$ cat src/design/rvpf_pkg.sv
`timescale 1ns / 1ps
// Package for the radial vignette pixel filter: sizes, mode and register codes,
// and the record that travels down the divider chain. No dependencies.
package rvpf_pkg;

  // Largest frame dimension; larger register values saturate to it.
  localparam int unsigned MaxDim = 4096;

  localparam int unsigned DimW   = 13;  // width/height register
  localparam int unsigned CoordW = 12;  // column/row
  localparam int unsigned ChanW  = 8;   // one color channel
  localparam int unsigned ModeW  = 2;
  localparam int unsigned Lanes  = 4;   // blue, green, red, alpha

  localparam int unsigned LaneBlue  = 0;
  localparam int unsigned LaneGreen = 1;
  localparam int unsigned LaneRed   = 2;
  localparam int unsigned LaneAlpha = 3;

  // Squared distance and 4*d
  localparam int unsigned SqW    = 2 * CoordW;
  localparam int unsigned FourDW = SqW + 3;

  // S = w^2 + h^2 with w, h at most MaxDim (and at most what the register holds)
  localparam longint unsigned DimCap = (longint'(MaxDim) < (longint'(1) << DimW)) ?
                                       longint'(MaxDim) : ((longint'(1) << DimW) - 1);
  localparam longint unsigned SMax   = 2 * DimCap * DimCap;
  localparam int unsigned     SW     = $clog2(SMax + 1);
  localparam int unsigned     CmpW   = (FourDW > SW) ? FourDW : SW;

  // Dividend c*(S-4d) and the shifted divisor share this width
  localparam int unsigned NW = SW + ChanW;

  // One divider cell per quotient bit
  localparam int unsigned Cells = ChanW;

  // Register indexes
  localparam logic [1:0] RegWidth  = 2'd0;
  localparam logic [1:0] RegHeight = 2'd1;
  localparam logic [1:0] RegMode   = 2'd2;

  // Mode codes
  localparam logic [ModeW-1:0] ModeNone   = 2'd0;
  localparam logic [ModeW-1:0] ModeShadow = 2'd1;
  localparam logic [ModeW-1:0] ModeFade   = 2'd2;
  localparam logic [ModeW-1:0] ModeAlpha  = 2'd3;

  localparam logic [ChanW-1:0] BlendAlpha = 8'd150;

  localparam logic [DimW-1:0] DimReset = 13'd64;

  typedef logic [Lanes-1:0][ChanW-1:0] pix_t;

  typedef struct packed {
    logic [Lanes-1:0][NW-1:0] rem;
    pix_t                     quo;
    logic [NW-1:0]            div;
    pix_t                     pix;
  } cell_t;

endpackage

$ cat src/design/rvpf_geom.sv
`timescale 1ns / 1ps
// Front of the filter: distance from the frame center, clipped factor numerator
// S-4d and the per-lane dividends. Depends on rvpf_pkg.
module rvpf_geom (
  input  logic                        clk,
  input  logic                        rst,
  input  logic                        in_valid,
  output logic                        in_ready,
  input  logic [rvpf_pkg::CoordW-1:0] column,
  input  logic [rvpf_pkg::CoordW-1:0] row,
  input  rvpf_pkg::pix_t              pix,
  input  logic [rvpf_pkg::CoordW-1:0] cx,
  input  logic [rvpf_pkg::CoordW-1:0] cy,
  input  logic [rvpf_pkg::SW-1:0]     s,
  output logic                        out_valid,
  input  logic                        out_ready,
  output rvpf_pkg::cell_t             out_data
);

  logic [3:0] vld;
  logic [4:0] rdy;

  logic [rvpf_pkg::CoordW-1:0] dx, dy, dx_next, dy_next;
  logic [rvpf_pkg::SqW-1:0]    dx2, dy2;
  logic [rvpf_pkg::SW-1:0]     num, num_next;
  rvpf_pkg::pix_t              p0, p1, p2;
  rvpf_pkg::cell_t             g3, g3_next;

  logic [rvpf_pkg::SqW:0]      sum;
  logic [rvpf_pkg::CmpW-1:0]   fd_ext, s_ext;

  always_comb begin
    rdy[4] = out_ready;
    for (int i = 3; i >= 0; i--) begin
      rdy[i] = !vld[i] || rdy[i+1];
    end
  end

  assign in_ready  = rdy[0];
  assign out_valid = vld[3];
  assign out_data  = g3;

  assign dx_next = (column >= cx) ? (column - cx) : (cx - column);
  assign dy_next = (row >= cy) ? (row - cy) : (cy - row);

  always_comb begin
    sum    = (rvpf_pkg::SqW+1)'(dx2) + (rvpf_pkg::SqW+1)'(dy2);
    fd_ext = rvpf_pkg::CmpW'({sum, 2'b00});
    s_ext  = rvpf_pkg::CmpW'(s);
    // outside the circle the factor is zero
    num_next = (fd_ext >= s_ext) ? '0 : rvpf_pkg::SW'(s_ext - fd_ext);
  end

  always_comb begin
    for (int k = 0; k < rvpf_pkg::Lanes; k++) begin
      g3_next.rem[k] = rvpf_pkg::NW'(p2[k]) * rvpf_pkg::NW'(num);
    end
    g3_next.quo = '0;
    g3_next.div = rvpf_pkg::NW'(s) << (rvpf_pkg::Cells - 1);
    g3_next.pix = p2;
  end

  always_ff @(posedge clk) begin
    if (rst) begin
      vld <= '0;
    end else begin
      if (rdy[0]) begin
        vld[0] <= in_valid;
      end
      for (int i = 1; i < 4; i++) begin
        if (rdy[i]) begin
          vld[i] <= vld[i-1];
        end
      end
    end
  end

  always_ff @(posedge clk) begin
    if (rdy[0] && in_valid) begin
      dx <= dx_next;
      dy <= dy_next;
      p0 <= pix;
    end
    if (rdy[1] && vld[0]) begin
      dx2 <= rvpf_pkg::SqW'(dx) * rvpf_pkg::SqW'(dx);
      dy2 <= rvpf_pkg::SqW'(dy) * rvpf_pkg::SqW'(dy);
      p1  <= p0;
    end
    if (rdy[2] && vld[1]) begin
      num <= num_next;
      p2  <= p1;
    end
    if (rdy[3] && vld[2]) begin
      g3 <= g3_next;
    end
  end

endmodule

$ cat config.mk
export PLATFORM = sky130hd
export DESIGN_NAME = rvpf_geom
export DESIGN_NICKNAME = d
export VERILOG_FILES = /design/src/design/rvpf_pkg.sv /design/src/design/rvpf_geom.sv
export SDC_FILE = /design/constraint.sdc
export NUM_CORES = 2
export LEC_CHECK = 0
export ABC_AREA = 1
export BUFFER_PORTS_ARGS = -buffer_cell sky130_fd_sc_hd__buf_2
export CAP_MARGIN = 15
export CORE_MARGIN = 3
export CORE_UTILIZATION = 30
export DETAILED_ROUTE_END_ITERATION = 6
export GPL_ROUTABILITY_DRIVEN = 0
export PLACE_DENSITY_LB_ADDON = 0.3
export SLEW_MARGIN = 20
export SYNTH_ARGS = -nofsm -noshare
export SYNTH_HDL_FRONTEND = slang
export SYNTH_SLANG_ARGS = --single-unit
$ cat constraint.sdc
create_clock -name clk -period 18.75 [get_ports clk]
set_input_delay 1.875 -clock clk [delete_from_list [all_inputs] [get_ports clk]]
set_output_delay 1.875 -clock clk [all_outputs]
set_load 0.05 [all_outputs]
==> results.toml <==
[run_status]
outcome = "completed"

[final_layout]
seq_area_um2 = 11700
drive_above_1_share_pct = 7.42
area_growth_pct = 10.9
num-fill-cells = 18000
multiInputGateArea_um2 = 33400
final_nets = 7782

[setup_path]
r2r_end = "out_data[226]"
worstPathRequired_ps = 19120
cp.arrival_ps = 5730
endpoint_kind = "flip-flop"
timing.rr.start = "num[6]"
r2r_slack_ps = 13390
r2r_cells = 18
worstSetupPathType = "reg2reg"
worstSetupStartpointType = "flip-flop"
worstPathMaxFanout = 17

[clocking]
clock-sinks = 390
cts-buffers-inserted = 52
insertion_delay_ps = 700
post_cts_buffers = 0
cts-resized-gates = 0
ctsHoldBuffers = 0
htree_num_levels = 2
clkSlewWorstSetupHoldPaths_ps = 60
cts_tree = "yes"
cts_root_buf = "clkbuf_16"
clockBufferDepth = 3

[grt]
gr-total-overflow = 0
grt_max_degree = 70
antenna_found_initial = 11
first_global_vias = 42700
grt_pass1_wl_um = 238000
track_usage_pct = 16.8

[drt]
first_pass_iters = 6
routedWlPerCell_um = 16.9
antenna_left = 0
vias = 40000
drc = 0
route.final.wire_length_um = 149000
via_per_inst = 4.51
drtIter0Drc = 2303

[sta]
worstMarginPinSlew_ps = 954
rsz0062_at_grt = "false"
finalSetupViolations = 0
fin_ws_ps = 13390
hold_viol_final = 0
fmax_ghz = 0.187
finalCritPeriodShare_pct = 28.6
period_needed_ps = 5360
slew_headroom_pct = 36.4
finalClockSkew_ps = 85.5
setup_tns_ps = 0
maxSlewViolCount = 0

[hold_path]
min_to = "g3_next[23]"
hold_path_depth = 0
min_from = "p1[23]"
hold_path.class = "reg2reg"

[yosys]
synth_seq_area_share_pct = 22.3
synth-edff-count = 386
synth_area_um2 = 52400
ys_seq_elements = 390
yosysWarnings = 0
syn_area_per_cell_um2 = 8.33
async_flop_share_pct = 0
synthesis.instances = 6289
synth_cell_type_count = 47
synthFlopType = "edfxtp_1"

[flow_run]
cap_violations = 0

[placement]
hpwlAfterDp_um = 115000
portBuffers = 305
pre_cts_ws_ps = 13450

[die]
die_w_um = 424
core_um2 = 173000
core.rowCount = 152
io_pins = 346
die_h_um = 424
die_area_um2 = 180000
initial_utilization_pct = 30.3
[per-stage QoR]
step / cell area [um2] / hold slack, ps / cells / util [%]
floorplan: 52500 / 400 / 6328 / -
global placement: 56200 / 401 / 8740 / 32.6
detailed placement: 56300 / 405 / 8743 / 32.6
CTS: 58000 / 414 / 8841 / 33.6
global route: 58100 / 421 / 8847 / 33.6
finish: 58100 / 414 / 8855 / 33.7
[routing by layer]
layer  global-route usage (%)  routed length, um
met3                     2.64               7980
met4                     5.27               4840
met1                     20.9              63200
met2                     29.6              73300
met5                        0                 23
[layout make-up]
type | instances | share of cell area (%)
Multi-Input combinational cell | 3998 | 57.5
Tap cell | 2310 | 4.97
Clock buffer | 62 | 2.34
Clock inverter | 36 | 0.631
Timing Repair Buffer | 369 | 3.57
Inverter | 1679 | 10.8
Antenna cell | 11 | 0.0474
Sequential cell | 390 | 20.1
[cell families (layout without fill, tap and decap cells)]
| logic type | count (synthesis) | in the layout | synth area share (%) |
|---|---|---|---|
| simple gates | 1980 | 1980 | 14.9 |
| buf+inv | 1940 | 2146 | 14.3 |
| fa+ha+maj | 1182 | 1182 | 38.8 |
| compound gates | 587 | 587 | 6.31 |
| flops | 390 | 390 | 22.3 |
| xor+xnor | 209 | 209 | 3.49 |
| other cells | 1 | 51 | 0.00716 |
[synthesized netlist by cell type, types with 5 or more instances]
master / instances / area (um2)
o211ai_1: 6 / 45.0
a21oi_1: 284 / 1420
ha_1: 445 / 5570
edfxtp_1: 386 / 11600
o21bai_1: 20 / 150
o21ai_1: 24 / 120
nand2_1: 1532 / 5750
a21o_1: 28 / 210
buf_2: 7 / 35.0
nand4_1: 29 / 181
nor2_1: 234 / 878
a31oi_1: 18 / 113
a21boi_0: 24 / 180
o21a_1: 10 / 75.1
nor3_1: 31 / 155
xnor2_1: 80 / 701
o221ai_1: 8 / 70.1
nand3_1: 119 / 596
inv_1: 1677 / 6290
nor4_1: 9 / 56.3
xor2_1: 129 / 1130
nand2_2: 5 / 31.3
nand3b_1: 7 / 52.6
buf_4: 42 / 315
a221oi_1: 8 / 70.1
o21ai_0: 137 / 686
clkbuf_1: 205 / 769
fa_1: 737 / 14800
[state kept, by name (all words and copies together) (netlist names)]
name	cells
out_data	194
g3_next	32
p0	32
p1	32
num	26
dx2	23
dy2	23
dx	12
dy	12
vld	4
[cell usage in the layout (no fill, tap or decap), types with 52 or more instances in the layout]
cell	Yosys	final
nand2_1	1532	1532
xnor2_1	80	80
xor2_1	129	129
buf_2	7	305
inv_1	1677	1675
fa_1	737	737
nor2_1	234	232
buf_4	42	58
clkbuf_16	0	52
ha_1	445	445
a21oi_1	284	284
o21ai_0	137	137
edfxtp_1	386	386
nand3_1	119	119
[how the worst max path moves through the flow]
stage / startpoint / endpoint / slack [ps] / depth (start not counted)
after floorplan: out_ready / out_data[0] / 7950 / 2
after global placement: g3_next[18] / out_data[198] / 13460 / 17
after detailed placement: dy[7] / dy2[16] / 13450 / 19
after CTS: num[6] / out_data[226] / 13410 / 18
after global routing: num[6] / out_data[226] / 13070 / 18
final: num[6] / out_data[226] / 13390 / 18
[worst max-delay path, stage by stage (launching register included)]
cell and delay [ps]:
edfxtp_1 930, buf_4 460, nand2_1 90, inv_1 90, fa_1 420, fa_1 600, fa_1 440, fa_1 450
ha_1 340, nand2_1 100, inv_1 60, a21oi_1 140, nand2_1 100, a21oi_1 270, o21ai_0 220, nand2_1 120
nand2_1 50, nand2_1 60, nand2_1 80
Power is left out: the tool's default activity adds up to more than one toggle a clock period on the data nets, which glitch-free logic cannot reach.
