## config.mk

```make
export PLATFORM = sky130hd
export DESIGN_NAME = rvpf_div_cell
export DESIGN_NICKNAME = d
export VERILOG_FILES = /design/src/design/rvpf_pkg.sv /design/src/design/rvpf_div_cell.sv
export SDC_FILE = /design/constraint.sdc
export NUM_CORES = 1
export LEC_CHECK = 0
export ABC_CLOCK_PERIOD_IN_PS = 6000
export BUFFER_PORTS_ARGS = -buffer_cell sky130_fd_sc_hd__buf_2
export CAP_MARGIN = 5
export CORE_ASPECT_RATIO = 0.75
export CORE_MARGIN = 4
export CORE_UTILIZATION = 48
export CTS_CLUSTER_SIZE = 8
export DETAILED_ROUTE_END_ITERATION = 10
export PLACE_DENSITY = 0.78
export SKIP_LAST_GASP = 1
export SLEW_MARGIN = 20
export SYNTH_ARGS = -nofsm -noshare
export SYNTH_HDL_FRONTEND = slang
export SYNTH_SLANG_ARGS = --single-unit
```

## constraint.sdc

```tcl
create_clock -name clk -period 6 [get_ports clk]
set_input_delay 0 -clock clk [delete_from_list [all_inputs] [get_ports clk]]
set_output_delay 0 -clock clk [all_outputs]
set_load 0.05 [all_outputs]
```

## src/design/rvpf_pkg.sv

```systemverilog
`timescale 1ns / 1ps
// Package for the radial vignette pixel filter: sizes, mode and register codes,
// and the record that travels down the divider chain. No dependencies.
package rvpf_pkg;

  // Largest frame dimension; larger register values saturate to it.
  localparam int unsigned MaxDim = 4096;

  localparam int unsigned DimW   = 13;  // width/height register
  localparam int unsigned CoordW = 12;  // column/row
  localparam int unsigned ChanW  = 8;   // one color channel
  localparam int unsigned ModeW  = 2;
  localparam int unsigned Lanes  = 4;   // blue, green, red, alpha

  localparam int unsigned LaneBlue  = 0;
  localparam int unsigned LaneGreen = 1;
  localparam int unsigned LaneRed   = 2;
  localparam int unsigned LaneAlpha = 3;

  // Squared distance and 4*d
  localparam int unsigned SqW    = 2 * CoordW;
  localparam int unsigned FourDW = SqW + 3;

  // S = w^2 + h^2 with w, h at most MaxDim (and at most what the register holds)
  localparam longint unsigned DimCap = (longint'(MaxDim) < (longint'(1) << DimW)) ?
                                       longint'(MaxDim) : ((longint'(1) << DimW) - 1);
  localparam longint unsigned SMax   = 2 * DimCap * DimCap;
  localparam int unsigned     SW     = $clog2(SMax + 1);
  localparam int unsigned     CmpW   = (FourDW > SW) ? FourDW : SW;

  // Dividend c*(S-4d) and the shifted divisor share this width
  localparam int unsigned NW = SW + ChanW;

  // One divider cell per quotient bit
  localparam int unsigned Cells = ChanW;

  // Register indexes
  localparam logic [1:0] RegWidth  = 2'd0;
  localparam logic [1:0] RegHeight = 2'd1;
  localparam logic [1:0] RegMode   = 2'd2;

  // Mode codes
  localparam logic [ModeW-1:0] ModeNone   = 2'd0;
  localparam logic [ModeW-1:0] ModeShadow = 2'd1;
  localparam logic [ModeW-1:0] ModeFade   = 2'd2;
  localparam logic [ModeW-1:0] ModeAlpha  = 2'd3;

  localparam logic [ChanW-1:0] BlendAlpha = 8'd150;

  localparam logic [DimW-1:0] DimReset = 13'd64;

  typedef logic [Lanes-1:0][ChanW-1:0] pix_t;

  typedef struct packed {
    logic [Lanes-1:0][NW-1:0] rem;
    pix_t                     quo;
    logic [NW-1:0]            div;
    pix_t                     pix;
  } cell_t;

endpackage

```

## src/design/rvpf_div_cell.sv

```systemverilog
`timescale 1ns / 1ps
// One restoring-division cell: resolves one quotient bit for every lane and
// hands the halved divisor to its neighbor. Depends on rvpf_pkg.
module rvpf_div_cell (
  input  logic            clk,
  input  logic            rst,
  input  logic            in_valid,
  output logic            in_ready,
  input  rvpf_pkg::cell_t in_data,
  output logic            out_valid,
  input  logic            out_ready,
  output rvpf_pkg::cell_t out_data
);

  rvpf_pkg::cell_t data, data_next;
  logic            valid;

  // a zero divisor (zero width and height) resolves every bit to zero
  always_comb begin
    data_next     = in_data;
    data_next.div = in_data.div >> 1;
    for (int k = 0; k < rvpf_pkg::Lanes; k++) begin
      if ((in_data.div != '0) && (in_data.rem[k] >= in_data.div)) begin
        data_next.rem[k] = in_data.rem[k] - in_data.div;
        data_next.quo[k] = {in_data.quo[k][rvpf_pkg::ChanW-2:0], 1'b1};
      end else begin
        data_next.quo[k] = {in_data.quo[k][rvpf_pkg::ChanW-2:0], 1'b0};
      end
    end
  end

  assign in_ready  = !valid || out_ready;
  assign out_valid = valid;
  assign out_data  = data;

  always_ff @(posedge clk) begin
    if (rst) begin
      valid <= 1'b0;
    end else if (in_ready) begin
      valid <= in_valid;
    end
  end

  always_ff @(posedge clk) begin
    if (in_ready && in_valid) begin
      data <= data_next;
    end
  end

  // remainder never exceeds twice the divisor that the next cell will use
  assert property (@(posedge clk) disable iff (rst)
    valid |-> ((rvpf_pkg::NW+1)'(data.rem[0]) <= {data.div, 1'b0}) &&
              ((rvpf_pkg::NW+1)'(data.rem[1]) <= {data.div, 1'b0}) &&
              ((rvpf_pkg::NW+1)'(data.rem[2]) <= {data.div, 1'b0}) &&
              ((rvpf_pkg::NW+1)'(data.rem[3]) <= {data.div, 1'b0}))
    else $error("divider remainder out of range");

endmodule
```

==> impl_metrics.tcl, run 1 <==
set metrics [dict create \
    cp_max_fo 40 \
    nets 2698 \
    start_util_pct 49.2 \
    clkLatencyLatePin_ns 0.52 \
    relSlewSlack_pct 27.9 \
    clkTransAtPathRegs_ns 0.05 \
    post-place-cells 2494 \
    synth_area_leaders "edfxtp_1 (43%), ha_1 (11%), o21ai_0 (4.7%)" \
    syn-num-nets 2006 \
    io_buffer_count 468 \
    ant_nets 0 \
    vias 16100 \
    cp_num_buf_inv 4 \
    numCtsBuffers 35 \
    final.min_clock_period_ns 4.08 \
    worst_pin_slew_ns 1.08 \
    synth_area_per_cell_um2 9.90 \
    via_per_inst 5.79 \
    period_share_pct 68.0 \
    rsz0062_at_grt "no" \
    async_flop_share_pct 0 \
    drt_iter0_drc 1836 \
    postCtsHoldBufs 231 \
    p_leak_nw 9.70 \
    ys.flop_type "edfxtp_1" \
    row_count 57 \
    hp-class "in -> reg" \
    finalMaxSlewViolations 0 \
    drt-total-wl_um 59000 \
    cts.sinks 234 \
    gp_congestion 0.932 \
    grt_pass1_vias 15900 \
    synthDistinctLibCells 75 \
    synth_common_cells "edfxtp_1 (233), nand2_1 (192), o21ai_0 (150)" \
    coreArea_mm2 0.0327 \
    setup-violations-final 0 \
    dr.pass1.iters 6 \
    drive_gt1_share_pct 24.5 \
    htree_levels 2 \
    worstSetupEndpointType "flip-flop" \
    routedWlPerCell_um 21.3 \
    post_cts_resize_count 0 \
    worstSetupPathType "in -> reg" \
    arrival_ns 4.34 \
    outcome "completed" \
    synth-seq-area-share_pct 43.5 \
    grt_max_degree 162 \
    maxCapViolCount 0 \
    final_area_mm2 0.0221 \
    fin_tns_setup_ns 0 \
    postCtsSetupBuffers 0 \
    critical-path-top-delay-family "compound AO/OA/AOI/OAI gates" \
    die_w_um 220 \
    max_freq_ghz 0.245 \
    synth-edff-count 233 \
    cts-root-buf "clkbuf_16" \
    hold_viol_final 0 \
    yosys.cell_count.top_type "edfxtp_1" \
    grt_usage_pct 30.9 \
    synth_seq_cells 234 \
    vdd_drop_max_mv 0.243 \
    syn_inst 1628 \
    start_kind "input port" \
    power.density_mw_per_mm2 269 \
    hold_ws_ns 0.195 \
    drc 0 \
    cts_tree "built" \
    crit_chain "dlygate4sd3_1 > buf_2 > inv_1 > ha_1 > a21oi_1 > o21ai_0 > a211oi_1 > a21oi_1 > o31a_1 > o21a_1 > o211ai_4 > buf_4 > a31oi_1 > a21o_1" \
    synth_top_area_share_pct 43.4 \
    slowest_stage "o211ai_4" \
    antenna_found_initial 4 \
    yosys_warnings 0 \
    fin_cells 2775 \
    grt.overflow.total 0 \
    die_y_um 167 \
    clk_path_buf_depth 3 \
    place_area_mm2 0.0188 \
    crit_required_ns 6.26 \
    cpMostUsedCell "a21oi_1" \
    grt_first_pass_wirelength_um 88800 \
    synth_top_cell_by_area "edfxtp_1" \
    hpwl_um 42700 \
    cpPeakStageDelay_ns 0.74 \
    skew_ns 0.0150 \
    dieArea_mm2 0.0366 \
    mappedNetlistArea_mm2 0.0161 \
    synthToLayoutAreaGrowth_pct 37.1 \
    ios 474 \
]
[registers in the layout, indices dropped and copies added (netlist names)]
register	flops
out_data	233
out_valid	1
[through the flow]
stage | utilization [%] | power [mW] | worst slack, ns
after floorplan | - | 3.50 | 1.62
after global routing | 67.5 | 6.20 | 1.77
after global placement | 57.4 | 3.96 | 2.10
final | 67.5 | 5.94 | 1.92
after CTS | 67.5 | 5.91 | 2.03
after detailed placement | 57.4 | 3.98 | 2.07
[worst paths after layout]
kind | from | to | slack [ns] | cells past startpoint
worst min-delay path | in_data[32] | out_data[98]$_DFFE_PP_ | 0.19 | 3
worst max-delay path | in_data[41] | out_data[146]$_DFFE_PP_ | 1.92 | 14
worst min register to register | out_valid$_SDFFE_PP0N_ | out_valid$_SDFFE_PP0N_ | 1.10 | 3
worst max register to register | out_valid$_SDFFE_PP0N_ | out_data[208]$_DFFE_PP_ | 3.48 | 3
[layout by cell type (no fill, tap or decap), drive strengths merged, types with 9 or more instances in the layout]
cell type      n
buf          474
edfxtp       233
dlygate4sd3  231
nand2        192
o21ai        157
ha           136
a21oi        134
nor2          82
inv           80
xnor2         55
xor2          49
a21o          47
clkbuf        45
nand3         40
mux2          34
o21a          25
nor3          24
nand2b        23
nand4         22
a211oi        21
o31ai         21
nor2b         20
nor4          17
o21bai        16
and3          15
a31oi         15
o211ai        13
and2          10
or2            9
[layer usage]
metal / global-route usage [%] / wire length (um) / share of wire [%]
met1: 41.0 / 23700 / 40
met2: 51.7 / 27900 / 47
met3: 6.30 / 5760 / 9.8
met4: 8.49 / 1590 / 2.7
met5: 0 / 0 / 0
[where the power goes]
part           switching (mW)  leakage [nW]  internal [mW]  total (mW)
Sequential             0.0443          2.27           2.01        2.06
Combinational            1.39          6.96          0.690        2.08
Clock                   0.708         0.466           1.10        1.80
Total                    2.15          9.70           3.80        5.94
[layout make-up]
cell class / count / area, um2
clock inverters: 1 / 7.51
clock buffers: 45 / 956
fillers: 2417 / 10600
multi-input cells: 1264 / 8540
well taps: 442 / 553
inverters: 80 / 300
repair buffers: 705 / 4710
flip-flops and latches: 234 / 7020
diodes: 4 / 10.0
[worst min-delay path, cell delays in order]
cell and delay, ns:
buf_2 0.23, ha_1 0.20, o21ai_0 0.09
[logic make-up after synthesis]
family / share of synthesized area [%]
AO/OA/AOI/OAI: 19.6
buffers and inverters: 3.59
other: 0.0233
AND/OR/NAND/NOR: 14.0
adder cells (fa/ha/maj): 11.1
flip-flops: 43.5
XOR/XNOR: 5.65
multiplexers: 2.58
Power figures use the tool's default switching activity.
==> run 2, diff against run 1 <==
ABC_CLOCK_PERIOD_IN_PS = 3450   (was 6000)
clock period = 3.45 ns   (was 6 ns; I/O delays follow)
==> impl_metrics.tcl, run 2 (synthesized netlist as in run 1, its figures left out) <==
set metrics [dict create \
    outcome "completed" \
    cp_max_fo 35 \
    finalMaxSlewViolations 0 \
    hold_ws_ns 0.0426 \
    vdd_drop_max_mv 0.368 \
    seq_area_mm2 0.00702 \
    clk_path_buf_depth 3 \
    vias 16200 \
    drc 0 \
    place_area_mm2 0.0191 \
    setup-violations-final 0 \
    cts-root-buf "clkbuf_16" \
    cts.sinks 234 \
    final_cell_mix "buf_2 (468), edfxtp_1 (233), dlygate4sd3_1 (231)" \
    hpwl_um 44100 \
    grt_max_degree 99 \
    dieArea_mm2 0.0366 \
    maxCapViolCount 0 \
    hold_viol_final 0 \
    holdCritStartpoint "in_valid" \
    final.min_clock_period_ns 3.42 \
    fin_tns_setup_ns 0 \
    routedWlPerCell_um 21.5 \
    final_area_mm2 0.0225 \
    p_leak_nw 9.91 \
    gp_congestion 0.965 \
    slowest_stage "dlygate4sd3_1" \
    reg2reg_from "out_valid$_SDFFE_PP0N_" \
    grt_first_pass_wirelength_um 89600 \
    clkLatencyLatePin_ns 0.52 \
    worst_pin_slew_ns 0.717 \
    start_util_pct 49.2 \
    die_y_um 167 \
    dr.pass1.iters 6 \
    row_count 57 \
    drive_gt1_share_pct 26.2 \
    worstSetupEndpointType "flip-flop" \
    skew_ns 0.0148 \
    final_core_util_pct 68.8 \
    cpPeakStageDelay_ns 0.54 \
    crit_required_ns 3.71 \
    grt_usage_pct 31.3 \
    arrival_ns 3.68 \
    die_w_um 220 \
    nets 2735 \
    largest_reg_flops 233 \
    nFillCells 2383 \
    drt_iter0_drc 1541 \
    ant_nets 0 \
    crit_start "in_data[45]" \
    crit_chain "dlygate4sd3_1 > buf_2 > clkinvlp_4 > buf_4 > ha_1 > nand4_1 > nor2_2 > nand3_1 > a21oi_2 > o21a_1 > o22ai_2 > o31ai_4 > and2_1 > buf_12 > mux2_2" \
    worstSetupPathType "in -> reg" \
    io_buffer_count 468 \
    clkTransAtPathRegs_ns 0.06 \
    multiInputGateArea_mm2 0.00861 \
    antenna_found_initial 3 \
    hp-class "in -> reg" \
    rsz0062_at_grt "yes" \
    period_share_pct 99.2 \
    grt.overflow.total 0 \
    power.density_mw_per_mm2 464 \
    coreArea_mm2 0.0327 \
    start_kind "input port" \
    cts_tree "built" \
    drt-total-wl_um 60500 \
    max_freq_ghz 0.292 \
    synthToLayoutAreaGrowth_pct 39.7 \
    final_common_cell "buf_2" \
    finalPower_mw 10.5 \
    numCtsBuffers 35 \
    relSlewSlack_pct 51.6 \
    htree_levels 2 \
    via_per_inst 5.78 \
    grt_pass1_vias 16000 \
    ios 474 \
]
==> run 2: worst max-delay path: cells and delay by family <==
kind,cells,cell delay (ns)
buffers and inverters,5,1.41
AO/OA/AOI/OAI,4,0.83
AND/OR/NAND/NOR,4,0.65
multiplexers,1,0.38
adder cells (fa/ha/maj),1,0.37
==> run 2: metal layers <==
metal	wire [um]	GRT usage, %	vias up	share of wire [%]
li1	-	-	7531	-
met2	28200	52.0	959	47
met1	24200	41.3	7605	40
met5	0	0	-	0
met4	2020	9.99	0	3.3
met3	6060	6.25	147	10
==> run 2: path summary, 6_finish.rpt <==
check / slack (ns) / cells after the start / to
worst max-delay path: 0.03 / 15 / out_data[230]$_DFFE_PP_
worst min-delay path: 0.04 / 2 / out_data[25]$_DFFE_PP_
worst max register to register: 1.68 / 3 / out_data[213]$_DFFE_PP_
worst min register to register: 0.90 / 2 / out_data[25]$_DFFE_PP_
==> run 2: layout make-up <==
class	instances	area share, %
Antenna cell	3	0.0333
Clock buffer	44	4.23
Tap cell	442	2.46
Clock inverter	1	0.0389
Multi-Input combinational cell	1264	38.2
Timing Repair Buffer	742	22.5
Inverter	80	1.37
Sequential cell	234	31.2
==> run 2: report_power, final <==
group / leakage (nW) / switching (mW) / internal, mW
Clock: 0.468 / 1.24 / 1.90
Sequential: 2.27 / 0.0916 / 3.50
Combinational: 7.17 / 2.45 / 1.27
==> run 2: per-stage QoR <==
stage / std cells / setup WS (ns)
CTS: 2805 / 0.0708
detailed placement: 2529 / 0.101
floorplan: 1628 / 0.303
global placement: 2529 / 0.170
global route: 2810 / -0.0782
finish: 2810 / 0.0271
==> run 2: repair_timing <==
item / CTS / global route
endpoints found under the hold margin: 230 / 0
endpoints found under the setup margin: 0 / 101
resized for setup: 0 / 16
hold buffers: 231 / 0
buffers inserted: 0 / 2
==> run 3, diff against run 2 <==
ABC_CLOCK_PERIOD_IN_PS = 3600   (was 3450)
CORE_UTILIZATION = 45   (was 48)
PLACE_DENSITY = 0.71   (was 0.78)
clock period = 3.6 ns   (was 3.45 ns; I/O delays follow)
==> impl_metrics.tcl, run 3 (synthesized netlist as in run 1, its figures left out) <==
set metrics [dict create \
    grt_max_degree 91 \
    worstSetupEndpointType "flip-flop" \
    crit_path_end "out_data[146]$_DFFE_PP_" \
    start_util_pct 46.1 \
    vdd_drop_max_mv 0.504 \
    rsz0062_at_grt "yes" \
    cpMostUsedCell "o31a_1" \
    drt-total-wl_um 58000 \
    numCtsBuffers 35 \
    io_buffer_count 468 \
    ios 474 \
    crit_required_ns 3.87 \
    cpPeakStageDelay_ns 0.55 \
    die_y_um 172 \
    timing.reg2reg.setup_slack_ns 1.70 \
    finalMaxSlewViolations 0 \
    reg2reg_from "out_valid$_SDFFE_PP0N_" \
    cts_tree "built" \
    power.density_mw_per_mm2 443 \
    slowest_stage "dlygate4sd3_1" \
    crit_chain "dlygate4sd3_1 > buf_2 > inv_1 > ha_1 > nor2b_1 > o31a_1 > o211ai_1 > a21oi_1 > o31a_1 > o21a_1 > o211ai_4 > buf_12 > a31oi_1 > a21o_1" \
    cp_num_buf_inv 4 \
    setup-violations-final 0 \
    drt_iter0_drc 1564 \
    grt_pass1_vias 15600 \
    p_leak_nw 9.81 \
    arrival_ns 3.70 \
    clk_path_buf_depth 3 \
    relSlewSlack_pct 30.1 \
    seq_area_mm2 0.00702 \
    multiInputGateArea_mm2 0.00854 \
    dr.pass1.iters 6 \
    rr_endpoint "out_data[208]$_DFFE_PP_" \
    antenna_found_initial 5 \
    post-place-cells 2527 \
    preCtsSetupSlack_ns 0.216 \
    grt_usage_pct 28.0 \
    maxCapViolCount 0 \
    final_cell_mix "buf_2 (468), dlygate4sd3_1 (233), edfxtp_1 (233)" \
    outcome "completed" \
    finalPower_mw 9.86 \
    postCtsSetupBuffers 0 \
    period_share_pct 95.1 \
    dieArea_mm2 0.0389 \
    r2r.worst_path.cells 3 \
    clkLatencyLatePin_ns 0.51 \
    crit_start "in_data[34]" \
    drive_gt1_share_pct 25.0 \
    routedWlPerCell_um 20.6 \
    hpwl_um 43100 \
    cts-root-buf "clkbuf_16" \
    final_common_cell "buf_2" \
    cp_max_fo 37 \
    largest_reg_flops 233 \
    fin_cells 2810 \
    clkTransAtPathRegs_ns 0.05 \
    nets 2718 \
    vias 15900 \
    coreArea_mm2 0.0350 \
    drc 0 \
    worst_pin_slew_ns 1.05 \
    grt.overflow.total 0 \
    row_count 59 \
    gp_congestion 0.935 \
    hp-class "in -> reg" \
    via_per_inst 5.65 \
    synthToLayoutAreaGrowth_pct 38.3 \
    hold_viol_final 0 \
    max_freq_ghz 0.292 \
    critical-path-top-delay-family "compound AO/OA/AOI/OAI gates" \
    cts.sinks 234 \
    worst-path-stages 14 \
    skew_ns 0.0130 \
    start_kind "input port" \
    die_w_um 227 \
    setup_slack_ns 0.176 \
    ant_nets 0 \
    worstSetupPathType "in -> reg" \
    final.min_clock_period_ns 3.42 \
    nFillCells 2854 \
    htree_levels 2 \
    grt_first_pass_wirelength_um 85300 \
]
run 3: final cells by class:
cell class	count	share of cell area (%)
Clock buffer	43	4.11
Tap cell	457	2.57
Multi-Input combinational cell	1264	38.3
Sequential cell	234	31.5
Antenna cell	5	0.0561
Clock inverter	2	0.0617
Inverter	80	1.35
Timing Repair Buffer	725	22.1
run 3: routing by layer:
| layer | up-vias | global-route usage (%) | part of all wire, % |
|---|---|---|---|
| met5 | - | 0 | 0.022 |
| met4 | 2 | 7.75 | 2.7 |
| met3 | 115 | 6.11 | 8.8 |
| met2 | 745 | 47.6 | 48 |
| met1 | 7492 | 36.6 | 41 |
| li1 | 7525 | - | - |
run 3: repair_timing:
action / 4_1_cts / 5_1_grt
resized for setup: 0 / 1
hold buffers: 233 / 0
endpoints found under the hold margin: 231 / 0
endpoints found under the setup margin: 0 / 3
run 3: worst min-delay path by stage:
stage	from	endpoint	depth (start not counted)
after detailed placement	rst	out_valid$_SDFFE_PP0N_	2
after floorplan	rst	out_valid$_SDFFE_PP0N_	1
after global routing	in_data[32]	out_data[200]$_DFFE_PP_	3
after global placement	rst	out_valid$_SDFFE_PP0N_	2
after CTS	in_data[32]	out_data[98]$_DFFE_PP_	3
final	in_data[32]	out_data[98]$_DFFE_PP_	3
run 3: worst register-to-register path, stage by stage, from the launching register on:
cell      delay [ns]
dfxtp_1         0.32
nand2b_1        0.13
and2_4          0.20
buf_4           0.74
run 3: power by group:
group | leakage [nW] | internal [mW] | switching, mW
clock network | 0.455 | 1.76 | 1.18
logic | 7.08 | 1.19 | 2.30
registers | 2.27 | 3.35 | 0.0788
run 3: stage by stage:
step | utilization [%] | hold WS (ns) | setup TNS [ns] | instance area [um2]
global placement | 54.3 | 0.154 | 0 | 19000
detailed placement | 54.3 | 0.156 | 0 | 19000
CTS | 63.6 | 0.151 | 0 | 22300
floorplan | - | 0.0691 | 0 | 16100
finish | 63.7 | 0.170 | 0 | 22300
global route | 63.7 | 0.182 | -0.00216 | 22300
